$ cat src/hw/rtl/rcaf_pkg.sv
// ----------------------------------------------------------------------------
// rcaf_pkg
// Shared types, codes and width helpers for the remainder / compare ALU.
// ----------------------------------------------------------------------------
package rcaf_pkg;

    localparam int DATA_W = 32;

    // instruction codes
    localparam logic ACT_MOD = 1'b0;
    localparam logic ACT_CMP = 1'b1;

    // width codes; the spare code behaves as 32 bits
    localparam logic [1:0] WID_8  = 2'd0;
    localparam logic [1:0] WID_16 = 2'd1;
    localparam logic [1:0] WID_32 = 2'd2;

    // status flag positions
    localparam int FLG_ZERO = 0;
    localparam int FLG_NEG  = 1;
    localparam int FLG_ODD  = 2;
    localparam int FLG_BOR  = 3;
    localparam int FLG_OVF  = 4;
    localparam int FLG_W    = 5;

    // one input word, unpacked from the stream
    typedef struct packed {
        logic              action;
        logic [1:0]        op_width;
        logic [DATA_W-1:0] operand_a;
        logic [DATA_W-1:0] operand_b;
        logic [1:0]        b_width;
        logic              b_signed;
    } rcaf_in_t;

    // controller to datapath
    typedef struct packed {
        logic load;
        logic step;
        logic commit;
    } rcaf_cmd_t;

    // datapath to controller
    typedef struct packed {
        logic is_mod;
        logic div_zero;
        logic out_free;
    } rcaf_sts_t;

    function automatic logic [DATA_W-1:0] width_mask(input logic [1:0] code);
        logic [DATA_W-1:0] m;
        case (code)
            WID_8:   m = DATA_W'(32'h0000_00FF);
            WID_16:  m = DATA_W'(32'h0000_FFFF);
            WID_32:  m = '1;
            default: m = '1;
        endcase
        return m;
    endfunction

    function automatic logic [DATA_W-1:0] sign_bit(input logic [1:0] code);
        logic [DATA_W-1:0] s;
        case (code)
            WID_8:   s = DATA_W'(32'h0000_0080);
            WID_16:  s = DATA_W'(32'h0000_8000);
            WID_32:  s = DATA_W'(32'h8000_0000);
            default: s = DATA_W'(32'h8000_0000);
        endcase
        return s;
    endfunction

endpackage

$ cat src/hw/rtl/remainder_compare_alu_flags_top.sv
// ----------------------------------------------------------------------------
// remainder_compare_alu_flags_top
// Unsigned remainder and compare ALU at 8, 16 or 32 bits with status flags.
//
//   channel | dir | tdata                                   | tuser
//   --------+-----+-----------------------------------------+-----------------
//   s_      | in  | op_width, operand_a, operand_b, b_width,| action
//           |     | b_signed                                |
//   m_      | out | result                                  | write_back,
//           |     |                                         | divide_by_zero,
//           |     |                                         | five flags
//
// A mod passes from the input word to the result word through a decision
// state, 32 steps of the radix-2 divider and a commit state. Compare and a
// zero divisor skip the divider. One word is in flight at a time; the next
// input word is taken as soon as the result sits in the output register.
// Reset (aresetn low, synchronous) empties the output register and clears
// the flags. A stalled output holds the commit until the register is free.
// ----------------------------------------------------------------------------
module remainder_compare_alu_flags_top #(
    parameter int DATA_WIDTH = rcaf_pkg::DATA_W
) (
    input  logic                                   aclk,
    input  logic                                   aresetn,
    input  logic                                   s_tvalid,
    output logic                                   s_tready,
    // op_width[1:0], operand_a, operand_b, b_width[1:0], b_signed, zero pad
    input  logic [((2*DATA_WIDTH+12)/8)*8-1:0]     s_tdata,
    // action
    input  logic                                   s_tuser,
    output logic                                   m_tvalid,
    input  logic                                   m_tready,
    // result
    output logic [DATA_WIDTH-1:0]                  m_tdata,
    // write_back, divide_by_zero, flag_zero, flag_negative, flag_odd,
    // flag_borrow, flag_overflow
    output logic [6:0]                             m_tuser
);
    import rcaf_pkg::*;

    localparam int A_LO = 2;
    localparam int B_LO = A_LO + DATA_WIDTH;
    localparam int W_LO = B_LO + DATA_WIDTH;

    rcaf_in_t  in_word;
    rcaf_cmd_t cmd;
    rcaf_sts_t sts;

    // unpack the input word
    always_comb begin
        in_word.action    = s_tuser;
        in_word.op_width  = s_tdata[1:0];
        in_word.operand_a = DATA_W'(s_tdata[B_LO-1:A_LO]);
        in_word.operand_b = DATA_W'(s_tdata[W_LO-1:B_LO]);
        in_word.b_width   = s_tdata[W_LO+1:W_LO];
        in_word.b_signed  = s_tdata[W_LO+2];
    end

    rcaf_ctrl #(
        .DATA_WIDTH (DATA_WIDTH)
    ) u_ctrl (
        .aclk     (aclk),
        .aresetn  (aresetn),
        .s_tvalid (s_tvalid),
        .s_tready (s_tready),
        .sts      (sts),
        .cmd      (cmd)
    );

    rcaf_dpath #(
        .DATA_WIDTH (DATA_WIDTH)
    ) u_dpath (
        .aclk     (aclk),
        .aresetn  (aresetn),
        .in_word  (in_word),
        .cmd      (cmd),
        .sts      (sts),
        .m_tvalid (m_tvalid),
        .m_tready (m_tready),
        .m_result (m_tdata),
        .m_info   (m_tuser)
    );

endmodule

$ cat src/hw/rtl/rcaf_ctrl.sv
// ----------------------------------------------------------------------------
// rcaf_ctrl
// Sequencer: takes a word, steps the divider for a mod with a nonzero divisor, commits the result.
// ----------------------------------------------------------------------------
module rcaf_ctrl #(
    parameter int DATA_WIDTH = rcaf_pkg::DATA_W
) (
    input  logic                aclk,
    input  logic                aresetn,
    input  logic                s_tvalid,
    output logic                s_tready,
    input  rcaf_pkg::rcaf_sts_t sts,
    output rcaf_pkg::rcaf_cmd_t cmd
);
    import rcaf_pkg::*;

    localparam int              CNT_W = $clog2(DATA_WIDTH);
    localparam logic [CNT_W-1:0] CNT_LAST = CNT_W'(DATA_WIDTH - 1);

    typedef enum logic [1:0] {
        ST_IDLE,
        ST_DECIDE,
        ST_DIVIDE,
        ST_COMMIT
    } state_t;

    state_t           state_reg, state_next;
    logic [CNT_W-1:0] cnt_reg, cnt_next;

    // commands
    assign s_tready   = (state_reg == ST_IDLE);
    assign cmd.load   = s_tready && s_tvalid;
    assign cmd.step   = (state_reg == ST_DIVIDE);
    assign cmd.commit = (state_reg == ST_COMMIT) && sts.out_free;

    // next state
    always_comb begin
        state_next = state_reg;
        cnt_next   = cnt_reg;
        case (state_reg)
            ST_IDLE: begin
                if (s_tvalid) state_next = ST_DECIDE;
            end
            ST_DECIDE: begin
                cnt_next = '0;
                if (sts.is_mod && !sts.div_zero) state_next = ST_DIVIDE;
                else                             state_next = ST_COMMIT;
            end
            ST_DIVIDE: begin
                cnt_next = cnt_reg + 1'b1;
                if (cnt_reg == CNT_LAST) state_next = ST_COMMIT;
            end
            ST_COMMIT: begin
                if (sts.out_free) state_next = ST_IDLE;
            end
            default: state_next = ST_IDLE;
        endcase
    end

    always_ff @(posedge aclk) begin
        if (!aresetn) begin
            state_reg <= ST_IDLE;
            cnt_reg   <= '0;
        end else begin
            state_reg <= state_next;
            cnt_reg   <= cnt_next;
        end
    end

`ifndef SYNTHESIS
    // a taken word always goes to the decision cycle
    a_load_decide: assert property (@(posedge aclk) disable iff (!aresetn)
        cmd.load |=> (state_reg == ST_DECIDE))
        else $error("word taken but controller did not decide");

    // the last divider step hands over to commit
    a_last_step: assert property (@(posedge aclk) disable iff (!aresetn)
        (state_reg == ST_DIVIDE && cnt_reg == CNT_LAST) |=> (state_reg == ST_COMMIT))
        else $error("divider ran past its last step");

    // zero divisor and compare skip the divider
    a_no_divide: assert property (@(posedge aclk) disable iff (!aresetn)
        (state_reg == ST_DECIDE && (!sts.is_mod || sts.div_zero))
            |=> (state_reg == ST_COMMIT))
        else $error("divider started without a valid divisor");
`endif

endmodule

$ cat src/hw/rtl/rcaf_dpath.sv
// ----------------------------------------------------------------------------
// rcaf_dpath
// Operand preparation, radix-2 restoring divider, compare, flags and the
// output register.
// ----------------------------------------------------------------------------
module rcaf_dpath #(
    parameter int DATA_WIDTH = rcaf_pkg::DATA_W
) (
    input  logic                    aclk,
    input  logic                    aresetn,
    input  rcaf_pkg::rcaf_in_t      in_word,
    input  rcaf_pkg::rcaf_cmd_t     cmd,
    output rcaf_pkg::rcaf_sts_t     sts,
    output logic                    m_tvalid,
    input  logic                    m_tready,
    output logic [DATA_WIDTH-1:0]   m_result,
    output logic [6:0]              m_info
);
    import rcaf_pkg::*;

    // prepared operands
    logic [DATA_WIDTH-1:0] a_reg, b_reg, mask_reg, sgn_reg;
    logic                  action_reg;
    logic [DATA_WIDTH-1:0] op_mask, op_sgn, b_mask, b_sgn, b_ext, a_in;

    // divider
    logic [DATA_WIDTH-1:0] rem_reg, dvd_reg;
    logic [DATA_WIDTH:0]   rem_sh, rem_try;

    // results
    logic [FLG_W-1:0]      flags_reg, flags_next;
    logic [DATA_WIDTH-1:0] res_next, diff;
    logic                  wb_next, dz_next;
    logic                  m_valid_reg;
    logic [DATA_WIDTH-1:0] res_reg;
    logic                  wb_reg, dz_reg;

    // operand masking and extension of the second operand
    always_comb begin
        op_mask = DATA_WIDTH'(width_mask(in_word.op_width));
        op_sgn  = DATA_WIDTH'(sign_bit(in_word.op_width));
        b_mask  = DATA_WIDTH'(width_mask(in_word.b_width));
        b_sgn   = DATA_WIDTH'(sign_bit(in_word.b_width));
        a_in    = DATA_WIDTH'(in_word.operand_a) & op_mask;
        b_ext   = DATA_WIDTH'(in_word.operand_b) & b_mask;
        if (in_word.b_signed && ((b_ext & b_sgn) != '0)) b_ext = b_ext | ~b_mask;
        b_ext   = b_ext & op_mask;
    end

    always_ff @(posedge aclk) begin
        if (cmd.load) begin
            a_reg      <= a_in;
            b_reg      <= b_ext;
            mask_reg   <= op_mask;
            sgn_reg    <= op_sgn;
            action_reg <= in_word.action;
        end
    end

    assign sts.is_mod   = (action_reg == ACT_MOD);
    assign sts.div_zero = (b_reg == '0);
    assign sts.out_free = !m_valid_reg || m_tready;

    // one restoring step: shift in the next dividend bit, subtract if it fits
    assign rem_sh  = {rem_reg, dvd_reg[DATA_WIDTH-1]};
    assign rem_try = rem_sh - {1'b0, b_reg};

    always_ff @(posedge aclk) begin
        if (cmd.load) begin
            rem_reg <= '0;
            dvd_reg <= a_in;
        end else if (cmd.step) begin
            dvd_reg <= {dvd_reg[DATA_WIDTH-2:0], 1'b0};
            rem_reg <= rem_try[DATA_WIDTH] ? rem_sh[DATA_WIDTH-1:0]
                                           : rem_try[DATA_WIDTH-1:0];
        end
    end

    // result and flags at commit
    assign diff = (a_reg - b_reg) & mask_reg;

    always_comb begin
        flags_next = flags_reg;
        res_next   = '0;
        wb_next    = 1'b0;
        dz_next    = 1'b0;
        if (action_reg == ACT_MOD) begin
            if (b_reg == '0) begin
                dz_next = 1'b1;
            end else begin
                res_next = rem_reg & mask_reg;
                wb_next  = 1'b1;
            end
        end else begin
            res_next = diff;
            flags_next[FLG_BOR] = (diff > a_reg);
            flags_next[FLG_OVF] = (((a_reg & sgn_reg) != (b_reg & sgn_reg)) &&
                                   ((b_reg & sgn_reg) == (diff & sgn_reg)));
        end
        // zero divisor leaves all flags alone
        if (!dz_next) begin
            flags_next[FLG_ZERO] = (res_next == '0);
            flags_next[FLG_NEG]  = ((res_next & sgn_reg) != '0);
            flags_next[FLG_ODD]  = res_next[0];
        end
    end

    // control state of the output register and the flags
    always_ff @(posedge aclk) begin
        if (!aresetn) begin
            m_valid_reg <= 1'b0;
            flags_reg   <= '0;
        end else begin
            if (cmd.commit) begin
                m_valid_reg <= 1'b1;
                flags_reg   <= flags_next;
            end else if (m_tready) begin
                m_valid_reg <= 1'b0;
            end
        end
    end

    // output payload
    always_ff @(posedge aclk) begin
        if (cmd.commit) begin
            res_reg <= res_next;
            wb_reg  <= wb_next;
            dz_reg  <= dz_next;
        end
    end

    assign m_tvalid = m_valid_reg;
    assign m_result = res_reg;
    assign m_info   = {flags_reg[FLG_OVF], flags_reg[FLG_BOR], flags_reg[FLG_ODD],
                       flags_reg[FLG_NEG], flags_reg[FLG_ZERO], dz_reg, wb_reg};

`ifndef SYNTHESIS
    // a write-back and a divide error never appear together
    a_wb_dz: assert property (@(posedge aclk) disable iff (!aresetn)
        m_valid_reg |-> !(wb_reg && dz_reg))
        else $error("write-back raised with divide error");

    // a compare never writes back
    a_cmp_no_wb: assert property (@(posedge aclk) disable iff (!aresetn)
        (cmd.commit && action_reg == ACT_CMP) |=> !wb_reg)
        else $error("compare produced a write-back");

    // a zero divisor leaves the flags untouched
    a_dz_flags: assert property (@(posedge aclk) disable iff (!aresetn)
        (cmd.commit && dz_next) |=> (flags_reg == $past(flags_reg)))
        else $error("flags changed on divide error");
`endif

endmodule
$ cat config.mk
export PLATFORM = sky130hd
export DESIGN_NAME = remainder_compare_alu_flags_top
export DESIGN_NICKNAME = d
export VERILOG_FILES = /design/src/hw/rtl/rcaf_pkg.sv /design/src/hw/rtl/remainder_compare_alu_flags_top.sv /design/src/hw/rtl/rcaf_ctrl.sv /design/src/hw/rtl/rcaf_dpath.sv
export SDC_FILE = /design/constraint.sdc
export NUM_CORES = 1
export LEC_CHECK = 0
export BUFFER_PORTS_ARGS = -buffer_cell sky130_fd_sc_hd__buf_4
export CAP_MARGIN = 20
export CORE_MARGIN = 5
export CORE_UTILIZATION = 40
export CTS_CLUSTER_DIAMETER = 80
export CTS_CLUSTER_SIZE = 12
export DETAILED_ROUTE_END_ITERATION = 8
export PLACE_DENSITY_LB_ADDON = 0.1
export SLEW_MARGIN = 20
export SYNTH_ARGS = -nofsm -noshare
export SYNTH_HDL_FRONTEND = slang
export SYNTH_SLANG_ARGS = --single-unit
$ cat constraint.sdc
create_clock -name aclk -period 5.6 [get_ports aclk]
set_input_delay 0.56 -clock aclk [delete_from_list [all_inputs] [get_ports aclk]]
set_output_delay 0.56 -clock aclk [all_outputs]
set_load 0.1 [all_outputs]
* Word-level counts from Yosys, hierarchy flattened
Index checks and enable logic that the tools add are counted.
** Operators by class
- Equality and inequality tests :: 11
- Mux-type cells :: 21
- Reduce and logical (&&, ||, !) cells :: 21
- $lt $le $gt $ge :: 1
- Bitwise operators :: 14
- $add $sub $neg :: 3
** Operator list (count)
- $and 32x32->32 :: 10
- $pmux 32 s2 :: 4
- $mux 32 :: 6
- $logic_not 32->1 :: 2
- $reduce_bool 32->1 :: 2
- $sub 33x32->33 :: 1
- $eq 32x32->1 :: 1
- $gt 32x32->1 :: 1
- $ne 32x32->1 :: 1
- $not 32->32 :: 1
- $or 32x32->32 :: 1
- $sub 32x32->32 :: 1
- $pmux 5 s2 :: 1
- $pmux 2 s4 :: 1
- $eq 2x1->1 const B :: 3
- $logic_not 2->1 :: 3
- $mux 1 :: 6
- $mux 2 :: 3
- $reduce_bool 2->1 :: 3
- $add 5x1->5 const B :: 1
- $eq 5x5->1 const B :: 1
- $logic_and 1x1->1 :: 5
- $eq 2x2->1 const B :: 2
- $ne 2x1->1 const B :: 2
- other kinds (6) :: 9
** Word-level totals
- Bits in registers :: 240
- Logic and storage cells :: 86
- Output and inout bits :: 41
- Bits of input ports :: 77

* Depth between registers and ports, before layout
Gate-level depths: netlist of run 1.
- Depth in word-level cells :: 8
- Mapped depth :: 21
- Depth with buffers taken out :: 21

* By module
A second synthesis of run 1 with hierarchy kept.
** Second synthesis, totals
- Cell total of the unflattened synthesis :: 1220
- Area total of the unflattened synthesis :: 12263.0 µm²
** By module, submodules not included
- rcaf_dpath :: area each 11810.1 µm², seq. area each 4814.6 µm², instances 1, cells an instance 1168
- rcaf_ctrl :: area each 452.9 µm², seq. area each 140.1 µm², instances 1, cells an instance 52

* Worst setup path before layout of run 1
No wires, ideal clock.
- Path type :: flip-flop to flip-flop
- From :: register u_ctrl.state_reg[0]
- To :: register u_dpath.dvd_reg[29] (data pin)
- Path buffers :: 1
- Data arrival time :: 4.337 ns
- Period minus slack after synthesis :: 4.602 ns
- Library setup time :: 0.265 ns
- Cell stages (with the launch flop) :: 7
- Data required time :: 5.335 ns
- Slack :: 0.998 ns
- Cell sequence :: dfxtp_1 inv_1 ha_1 nand2_1 clkinv_1 clkbuf_1 mux2_2
** RTL lines
- from (decl) :: RTL line rcaf_ctrl.sv:27 : state_t state_reg, state_next;
- from (signal assigned) :: RTL line rcaf_ctrl.sv:65 : state_reg <= state_next;
- to (signal assigned) :: RTL line rcaf_dpath.sv:71 : dvd_reg <= a_in;
- to (signal assigned) :: RTL line rcaf_dpath.sv:73 : dvd_reg <= {dvd_reg[DATA_WIDTH-2:0], 1'b0};
- to (decl) :: RTL line rcaf_dpath.sv:27 : logic [DATA_WIDTH-1:0] rem_reg, dvd_reg;

* Final worst setup path of run 1
- From :: register u_dpath.b_reg[9]
- To :: register u_dpath.flags_reg[3]
** Between the ends
- Longest elaborated chain between the ends :: 3
** Ends and longest elaborated chain
- from (decl) :: RTL line rcaf_dpath.sv:22 : logic [DATA_WIDTH-1:0] a_reg, b_reg, mask_reg, sgn_reg;
- from (signal assigned) :: RTL line rcaf_dpath.sv:53 : b_reg <= b_ext;
- $sub 32x32->32 :: RTL line rcaf_dpath.sv:80 : assign diff = (a_reg - b_reg) & mask_reg;
- $and 32x32->32 :: RTL line rcaf_dpath.sv:80
- $gt 32x32->1 :: RTL line rcaf_dpath.sv:96 : flags_next[FLG_BOR] = (diff > a_reg);
- to (signal assigned) :: RTL line rcaf_dpath.sv:116 : flags_reg <= flags_next;
- to (decl) :: RTL line rcaf_dpath.sv:31 : logic [FLG_W-1:0] flags_reg, flags_next;
No other way between the ends.
A chain may end at the register's enable or synchronous reset.

==> Implementation_results.wiki, run 1 <==
{| class="wikitable"
! Metric !! Value
|-
| RD Place Congestion || approximately 0.9
|-
| Slew at the pin with the worst max-slew slack || around 1 ns
|-
| Antenna fix cells || 0
|-
| Share of the yosys chip area belonging to registers || 0.408
|-
| Final TNS setup || 0 ns
|-
| Worst vdd ir || about 0.28 mV
|-
| Worst slack at placement || roughly 0.78 ns
|-
| Row cnt || 63
|-
| Crit path launch type || flip-flop
|-
| Slew Limit Fails || 0
|-
| Horiz. Die Dim || approximately 180 um
|-
| Hold_buf cts || 0
|-
| Remaining global-route overflow || 0
|-
| Post-cts repair resize count || 0
|-
| Via/cell ratio || about 5.5
|-
| Initial antenna violation count || 0
|-
| Leakage power || between 5 and 6 nW
|-
| Yosys cell types || 85
|-
| Worst-path maximum fanout || 7
|-
| Top Ports || roughly 120
|-
| Clock input transition at the sequential cells of the worst setup and hold paths || approximately 0.080 ns
|-
| 1st-iter DRT viols || approximately 660
|-
| Vias in the first global route || approximately 9,500
|-
| Maximum number of pins on one net before global-route repair || just over 100
|-
| Type of the most critical hold path || in2reg
|-
| Number of max-cap violations || 0
|-
| Non-Filler Cell Area, Final || approximately 14,000 sq um
|-
| Most frequent cell after synthesis || sky130_fd_sc_hd__edfxtp_1
|-
| Reg-to-Reg End || u_dpath.flags_reg[3]
|-
| Sinks on Clock Net || 180
|-
| Drt drc || 0
|-
| Half-perimeter wire length of the detailed placement result || about 27,000 um
|-
| Fin cells || approximately 1,800
|-
| Number of cells in the design after placement || roughly 1,700
|-
| YS warnings || 0
|-
| First-pass DRT Iterations || 5
|-
| Number of buffer cells added on primary ports || 114
|-
| Average routed wire per standard cell || 19.8 um
|-
| Startpoint of the lowest-slack hold path || s_tuser
|-
| Inserted Clock Buffers || 17
|-
| Synth top area cells || sky130_fd_sc_hd__edfxtp_1 (33%), sky130_fd_sc_hd__ha_1 (10%), sky130_fd_sc_hd__dfxtp_1 (7.4%)
|-
| Synth cell count leaders || sky130_fd_sc_hd__edfxtp_1 (135), sky130_fd_sc_hd__inv_1 (104), sky130_fd_sc_hd__ha_1 (101)
|-
| Run status || completed
|-
| DIE AREA || between 30,000 and 40,000 sq um
|-
| Relative contribution of combinational cells to total power || 0.574
|-
| Cell at the root of the clock tree || sky130_fd_sc_hd__clkbuf_16
|-
| Total power density per cell area || between 500 and 600 nW/um^2
|-
| Worst hold slack || about 0.29 ns
|-
| Clock share of power || 0.144
|-
| Core Box Area || 29,800 sq um
|-
| Total wire length || 34,700 um
|-
| Number of flops mapped to enable cells by yosys || ~140
|-
| Overall via count from detail_route || roughly 9,700
|-
| Worst path required time || around 6 ns
|-
| Setup fix buffers added after clock tree synthesis || 0
|-
| Sw Share || 0.467
|-
| Area growth from synthesis to layout || 15.1%
|-
| Startpoint of the lowest-slack register-to-register path || u_dpath.b_reg[9]
|-
| Post-Route Skew || between 0.015 and 0.02 ns
|-
| Setup violation total in the final timing report || 0
|-
| Post-layout total power || ~8.3 mW
|-
| Cell taking the most area after synthesis || sky130_fd_sc_hd__edfxtp_1
|-
| Number of nets with antenna violations after detailed routing || 0
|-
| Maximum buffer depth of the clock tree || 2
|-
| Hold violation total from the final report || 0
|-
| Clock latency at the later pin of the worst-skew pair || 0.44 ns
|-
| Die Ht || 184 um
|-
| Worst setup slack for register-to-register paths || 0.71 ns
|-
| Global Route Usage Sum || 0.203
|-
| Yosys top cell area share || 0.334
|-
| FF-to-FF path depth || 18
|-
| Total placed instance area || roughly 13,000 sq um
|-
| Synthesized flop and latch total || 180
|-
| Hold Path Cell Cnt || 1
|-
| Internal power || 4.44 mW
|-
| Number of standard cells after synthesis || between 1,000 and 1,500
|-
| Number of nets in the synthesized netlist || between 1,000 and 1,500
|-
| Max Clock Freq || just over 200 MHz
|-
| Max-Slew Margin vs Limit || 0.324
|-
| Post-Syn Area || roughly 12,000 sq um
|-
| Mean instance size in the synthesized netlist || between 9 and 10 sq um
|-
| Fin crit period || slightly below 5 ns
|-
| Count of nets after finishing || 1,532
|-
| Fraction of layout cells with a size suffix above 1 || 0.156
|-
| Ys flop type || sky130_fd_sc_hd__edfxtp_1
|-
| H-tree level count || 4
|-
| Initial core utilization || 0.408
|-
| Unrepaired setup endpoints after global routing || no
|-
| Worst min-delay path endpoint || u_dpath.action_reg
|-
| Critical path endpoint category || flip-flop
|-
| Crit share post-route || 0.872
|-
| PnR worst setup slack || 0.715 ns
|-
| Clock tree from TritonCTS || built
|-
| Wire length of the first global-routing pass || roughly 54,000 um
|-
| Share of synthesized flip-flops with an asynchronous set or reset || 0
|-
| Kind of critical path || reg2reg
|-
| Arrival time of the worst setup path || between 5 and 6 ns
|-
| Reported net switching power || between 3 and 4 mW
|-
| Share of total power in sequential cells || 0.281
|-
| End-of-flow core utilization || 0.469
|}
-- how the worst max path moves through the flow --
stage / start / end / slack, ns / depth (start not counted)
final: u_dpath.b_reg[9] / u_dpath.flags_reg[3] / 0.71 / 18
after global routing: u_dpath.a_reg[0] / u_dpath.flags_reg[3] / 0.36 / 21
after CTS: u_dpath.a_reg[0] / u_dpath.flags_reg[3] / 0.76 / 20
after detailed placement: u_dpath.b_reg[9] / u_dpath.flags_reg[3] / 0.78 / 18
after global placement: u_dpath.a_reg[0] / u_dpath.flags_reg[3] / 0.84 / 20
after floorplan: u_ctrl.state_reg[0] / u_dpath.dvd_reg[29] / 1.0 / 6
-- cells in the final DEF, fill, tap and decap left out, types with 11 or more instances in the layout --
cell type                   count
sky130_fd_sc_hd__nand2b_1      14
sky130_fd_sc_hd__clkbuf_16     17
sky130_fd_sc_hd__inv_1        104
sky130_fd_sc_hd__a21o_1        39
sky130_fd_sc_hd__nor2b_1       20
sky130_fd_sc_hd__nand4_1       19
sky130_fd_sc_hd__nand3_1       33
sky130_fd_sc_hd__o21a_1        24
sky130_fd_sc_hd__xor2_1        23
sky130_fd_sc_hd__mux2i_1       21
sky130_fd_sc_hd__nor4_1        11
sky130_fd_sc_hd__a22o_1        20
sky130_fd_sc_hd__and2_1        46
sky130_fd_sc_hd__ha_1         101
sky130_fd_sc_hd__nor2_1        55
sky130_fd_sc_hd__o21ai_0       69
sky130_fd_sc_hd__edfxtp_1     135
sky130_fd_sc_hd__nor3_1        20
sky130_fd_sc_hd__a31oi_1       13
sky130_fd_sc_hd__mux2_2        29
sky130_fd_sc_hd__nand2_1       75
sky130_fd_sc_hd__dfxtp_1       45
sky130_fd_sc_hd__buf_4        124
sky130_fd_sc_hd__and3_1        17
sky130_fd_sc_hd__xnor2_1       32
sky130_fd_sc_hd__a21oi_1       98
-- routing by layer --
layer / up-vias / wire (um) / GRT usage
met3: 36 / 1380 / 0.0328
met2: 204 / 15000 / 0.307
met1: 4598 / 17700 / 0.306
li1: 4838 / - / -
met5: - / 0 / 0
met4: 0 / 645 / 0.0485
-- power by group through the flow --
stage	Sequential, mW	Combinational (mW)	Clock (mW)
after floorplan	2.46	3.39	0
after CTS	2.34	4.76	1.23
after global routing	2.39	5.29	1.28
after detailed placement	2.36	4.73	0
final	2.34	4.79	1.20
after global placement	2.36	4.70	0
-- critical path: stages (launching register included) --
cell and delay (ns):
sky130_fd_sc_hd__edfxtp_1 0.48, sky130_fd_sc_hd__inv_1 0.14, sky130_fd_sc_hd__ha_1 0.41, sky130_fd_sc_hd__a21o_1 0.24, sky130_fd_sc_hd__or3_4 0.34, sky130_fd_sc_hd__o21ai_1 0.30
sky130_fd_sc_hd__nand3_1 0.16, sky130_fd_sc_hd__a31oi_1 0.39, sky130_fd_sc_hd__o211a_1 0.26, sky130_fd_sc_hd__o21a_1 0.18, sky130_fd_sc_hd__o311ai_0 0.24, sky130_fd_sc_hd__and2_1 0.25
sky130_fd_sc_hd__ha_1 0.28, sky130_fd_sc_hd__nand4_1 0.14, sky130_fd_sc_hd__nor2_1 0.08, sky130_fd_sc_hd__a2111oi_0 0.42, sky130_fd_sc_hd__o221ai_1 0.25, sky130_fd_sc_hd__a21oi_1 0.16
sky130_fd_sc_hd__nor3b_1 0.06
-- layout make-up --
cell class                 instances  area [sq um]
clock buffer                      17           425
clock inverter                    15           144
fill                            2877         15800
inverter                         105           397
multi-input combinational        923          6610
sequential                       180          4950
tap                              390           488
timing repair buffer             125           951
-- cells by family after synthesis --
family	count (synthesis)	synth area share
DFF	180	0.408
muxes	50	0.0442
AOI/OAI and AO/OA	354	0.192
xor gates and xnor gates	55	0.0397
adders and majority gates	103	0.107
and+or+nand+nor	361	0.160
buffers and inverters	152	0.0484
Power figures use the tool's default switching activity.
==> run 2, diff against run 1 <==
- SLEW_MARGIN: 20 -> 10
- SYNTH_HIERARCHICAL: not set -> 1
==> run 2 against run 1 <==
Die area up 0.91%. Largest power group unchanged. Synthesized cell count down 2.8%. Critical path depth up 5. Worst hold slack better by 0.017 ns. Combinational power down 11%.
==> Implementation_results.wiki, run 2 <==
{| class="wikitable"
! Metric !! Value
|-
| Share of synthesized flip-flops with an asynchronous set or reset || 0 (unchanged)
|-
| Yosys cell types || 94 (+11%)
|-
| Cell at the root of the clock tree || sky130_fd_sc_hd__clkbuf_16
|-
| Wire length of the first global-routing pass || 51,100 um (-5.1%)
|-
| Inserted Clock Buffers || 17 (unchanged)
|-
| Overall via count from detail_route || 9,383 (-3.0%)
|-
| Unrepaired setup endpoints after global routing || no
|-
| Commonest cells after routing, fill and taps aside || sky130_fd_sc_hd__edfxtp_1 (135), sky130_fd_sc_hd__buf_4 (119), sky130_fd_sc_hd__inv_1 (112)
|-
| Setup violation total in the final timing report || 0 (unchanged)
|-
| Hold_buf cts || 0 (unchanged)
|-
| Kind of critical path || reg2reg
|-
| Yosys top cell area share || 0.331 (-0.00320)
|-
| Worst-path maximum fanout || 4 (-3)
|-
| Fin crit period || 4.96 ns (+0.0700 ns)
|-
| Number of flops mapped to enable cells by yosys || 135 (unchanged)
|-
| Setup fix buffers added after clock tree synthesis || 0 (unchanged)
|-
| Die Ht || 185 um (+0.46%)
|-
| Number of standard cells after synthesis || 1,220 (-2.8%)
|-
| Global Route Usage Sum || 0.191 (-0.0125)
|-
| Crit share post-route || 0.885 (+0.0125)
|-
| Slew at the pin with the worst max-slew slack || 0.902 ns (-0.101 ns)
|-
| Worst stage delay on the critical path || 0.63 ns (+0.15 ns)
|-
| H-tree level count || 4 (unchanged)
|-
| Hold violation total from the final report || 0 (unchanged)
|-
| Detailed-routing wirelength on met1 || 16,800 um (-5.2%)
|-
| Remaining global-route overflow || 0 (unchanged)
|-
| Vias in the first global route || 9,205 (-3.0%)
|-
| Total power density per cell area || 549 nW/um^2 (-7.9%)
|-
| Cell taking the most area after synthesis || sky130_fd_sc_hd__edfxtp_1
|-
| PnR worst setup slack || 0.645 ns (-0.0700 ns)
|-
| Most frequent cell after synthesis || sky130_fd_sc_hd__edfxtp_1
|-
| Ys flop type || sky130_fd_sc_hd__edfxtp_1
|-
| Synthesized flop and latch total || 180 (unchanged)
|-
| First-pass DRT Iterations || 5 (unchanged)
|-
| Slowest cell on the critical path || sky130_fd_sc_hd__or4_1
|-
| Antenna fix cells || 0 (unchanged)
|-
| Series of cell instances along the critical path || ha_1 > inv_1 > fa_1 > a211oi_2 > o211ai_1 > a21boi_1 > or4_1 > a31oi_1 > nor2_1 > o221ai_1 > xor2_1 > and2_1 > ha_1 > a21o_1 > a21o_1 > a21o_1 > a21oi_1 > nor2b_1 > o21ai_0 > nand2_1 > a21oi_1 > a311o_1 > a21boi_0
|-
| RD Place Congestion || 0.891 (-1.9%)
|-
| Number of max-cap violations || 0 (unchanged)
|-
| Share of the yosys chip area belonging to registers || 0.404 (-0.00391)
|-
| 1st-iter DRT viols || 561 (-15%)
|-
| Worst vdd ir || 0.241 mV (-14%)
|-
| Synth top area cells || sky130_fd_sc_hd__edfxtp_1 (33%), sky130_fd_sc_hd__ha_1 (10%), sky130_fd_sc_hd__dfxtp_1 (7.3%)
|-
| Post-Route Skew || 0.0116 ns (-0.00651 ns)
|-
| Cell repeated most along the worst path || sky130_fd_sc_hd__a21o_1
|-
| Sinks on Clock Net || 180 (unchanged)
|-
| Detailed route wirelength on metal3 || 1750 um (+27%)
|-
| Maximum number of pins on one net before global-route repair || 111 (+8.8%)
|-
| Post-cts repair resize count || 0 (unchanged)
|-
| Top Ports || 118 (unchanged)
|-
| Max-Slew Margin vs Limit || 0.398 (+0.0742)
|-
| Max layer used || met4
|-
| DIE AREA || 34,300 sq um (+0.91%)
|-
| Synth cell count leaders || sky130_fd_sc_hd__edfxtp_1 (135), sky130_fd_sc_hd__inv_1 (112), sky130_fd_sc_hd__ha_1 (102)
|-
| Arrival time of the worst setup path || 5.28 ns (+0.07 ns)
|-
| Worst path required time || 5.93 ns (about the same)
|-
| Met2 routed WL || 13,500 um (-10%)
|-
| Average routed wire per standard cell || 18.7 um (-5.5%)
|-
| Number of buffer cells added on primary ports || 114 (unchanged)
|-
| Number of nets with antenna violations after detailed routing || 0 (unchanged)
|-
| Critical path endpoint category || flip-flop
|-
| Count of nets after finishing || 1,500 (-2.1%)
|-
| Number of nets in the synthesized netlist || 1,401 (-2.4%)
|-
| Filler Cells Inserted || 3,001 (+4.3%)
|-
| Maximum buffer depth of the clock tree || 2 (unchanged)
|-
| Row cnt || 64 (+1.6%)
|-
| Max Clock Freq || 202 MHz (-1.4%)
|-
| Slew Limit Fails || 0 (unchanged)
|-
| Drt drc || 0 (unchanged)
|-
| Final TNS setup || 0 ns (unchanged)
|-
| Total wire length || 32,300 um (-7.0%)
|-
| Initial core utilization || 0.403 (-0.00462)
|-
| Horiz. Die Dim || 185 um (+0.46%)
|-
| Clock input transition at the sequential cells of the worst setup and hold paths || 0.07 ns (about the same)
|-
| Type of the most critical hold path || in2reg
|-
| Worst hold slack || 0.304 ns (+0.0167 ns)
|-
| Area growth from synthesis to layout || 14.4%
|-
| Most common library cell in the layout ignoring fill and taps || sky130_fd_sc_hd__edfxtp_1
|-
| Leakage power || 5.88 nW (-1.5%)
|-
| Worst slack at placement || 0.639 ns (-0.142 ns)
|-
| Half-perimeter wire length of the detailed placement result || 25,300 um (-6.3%)
|-
| Post-Syn Area || 12,300 sq um (+0.97%)
|-
| Run status || completed
|-
| Clock latency at the later pin of the worst-skew pair || 0.44 ns (about the same)
|-
| Dominant delay contributor by cell family on the critical path || compound AO/OA/AOI/OAI gates
|-
| Count of buffer and inverter cells on the critical path || 1 (unchanged)
|-
| Via/cell ratio || 5.43 (-1.5%)
|-
| Crit path launch type || flip-flop
|-
| Fraction of layout cells with a size suffix above 1 || 0.174 (+0.0181)
|-
| YS warnings || 6 (+6)
|-
| Clock tree from TritonCTS || built
|-
| Mean instance size in the synthesized netlist || 10.1 sq um (+3.9%)
|-
| Initial antenna violation count || 0 (unchanged)
|-
| Core Box Area || 30,400 sq um (+2.1%)
|}
## run 2: where the power goes
part | internal [mW] | switching, mW | leakage [nW] | total [mW]
Combinational | 1.66 | 2.60 | 3.95 | 4.25
Clock | 0.667 | 0.557 | 0.277 | 1.22
Sequential | 1.96 | 0.272 | 1.66 | 2.23
## run 2: worst register-to-register path: cells and delay by family, from the launching register on
| kind | cells | cell delay, ns |
|---|---|---|
| xor+xnor | 1 | 0.30 |
| flops | 1 | 0.49 |
| compound gates | 13 | 2.17 |
| buf+inv | 1 | 0.07 |
| simple gates | 5 | 1.12 |
| fa+ha+maj | 3 | 0.71 |
## run 2: final timing paths
path / end / from / slack (ns) / cells after the start
setup reg to reg: u_dpath/flags_reg[3] / u_dpath/b_reg[0] / 0.64 / 23
hold reg to reg: u_ctrl/cnt_reg[4] / u_ctrl/cnt_reg[4] / 0.47 / 2
setup / recovery: u_dpath/flags_reg[3] / u_dpath/b_reg[0] / 0.64 / 23
hold / removal: u_dpath/action_reg / s_tuser / 0.30 / 1
## run 2: per-layer routing
metal | up-vias | global-route usage
met4 | 0 | 0.0452
li1 | 4689 | -
met1 | 4429 | 0.302
met3 | 14 | 0.0228
met5 | - | 0
met2 | 251 | 0.277
## run 2: cells by family after synthesis
group | count (synthesis) | synth area share
AO/OA/AOI/OAI | 328 | 0.187
multiplexers | 60 | 0.0522
buffers and inverters | 155 | 0.0545
XOR/XNOR | 59 | 0.0428
flip-flops | 180 | 0.404
adder cells (fa/ha/maj) | 104 | 0.107
AND/OR/NAND/NOR | 334 | 0.152
## run 2: layout make-up
class                      count  area (sq um)  area share
clock buffer                  19           433      0.0308
clock inverter                13           148      0.0105
inverter                     115           433      0.0308
multi-input combinational    885          6660       0.474
sequential                   180          4950       0.353
tap                          396           495      0.0353
timing repair buffer         120           913      0.0651
## run 2: through the flow
step	std cells	power (mW)	instance area, sq um	utilization
2_1_floorplan	1220	5.43	12300	-
3_3_place_gp	1696	6.45	13500	0.442
3_5_place_dp	1696	6.48	13500	0.442
4_1_cts	1728	7.73	14000	0.461
5_1_grt	1728	8.29	14000	0.461
6_report	1728	7.71	14000	0.461
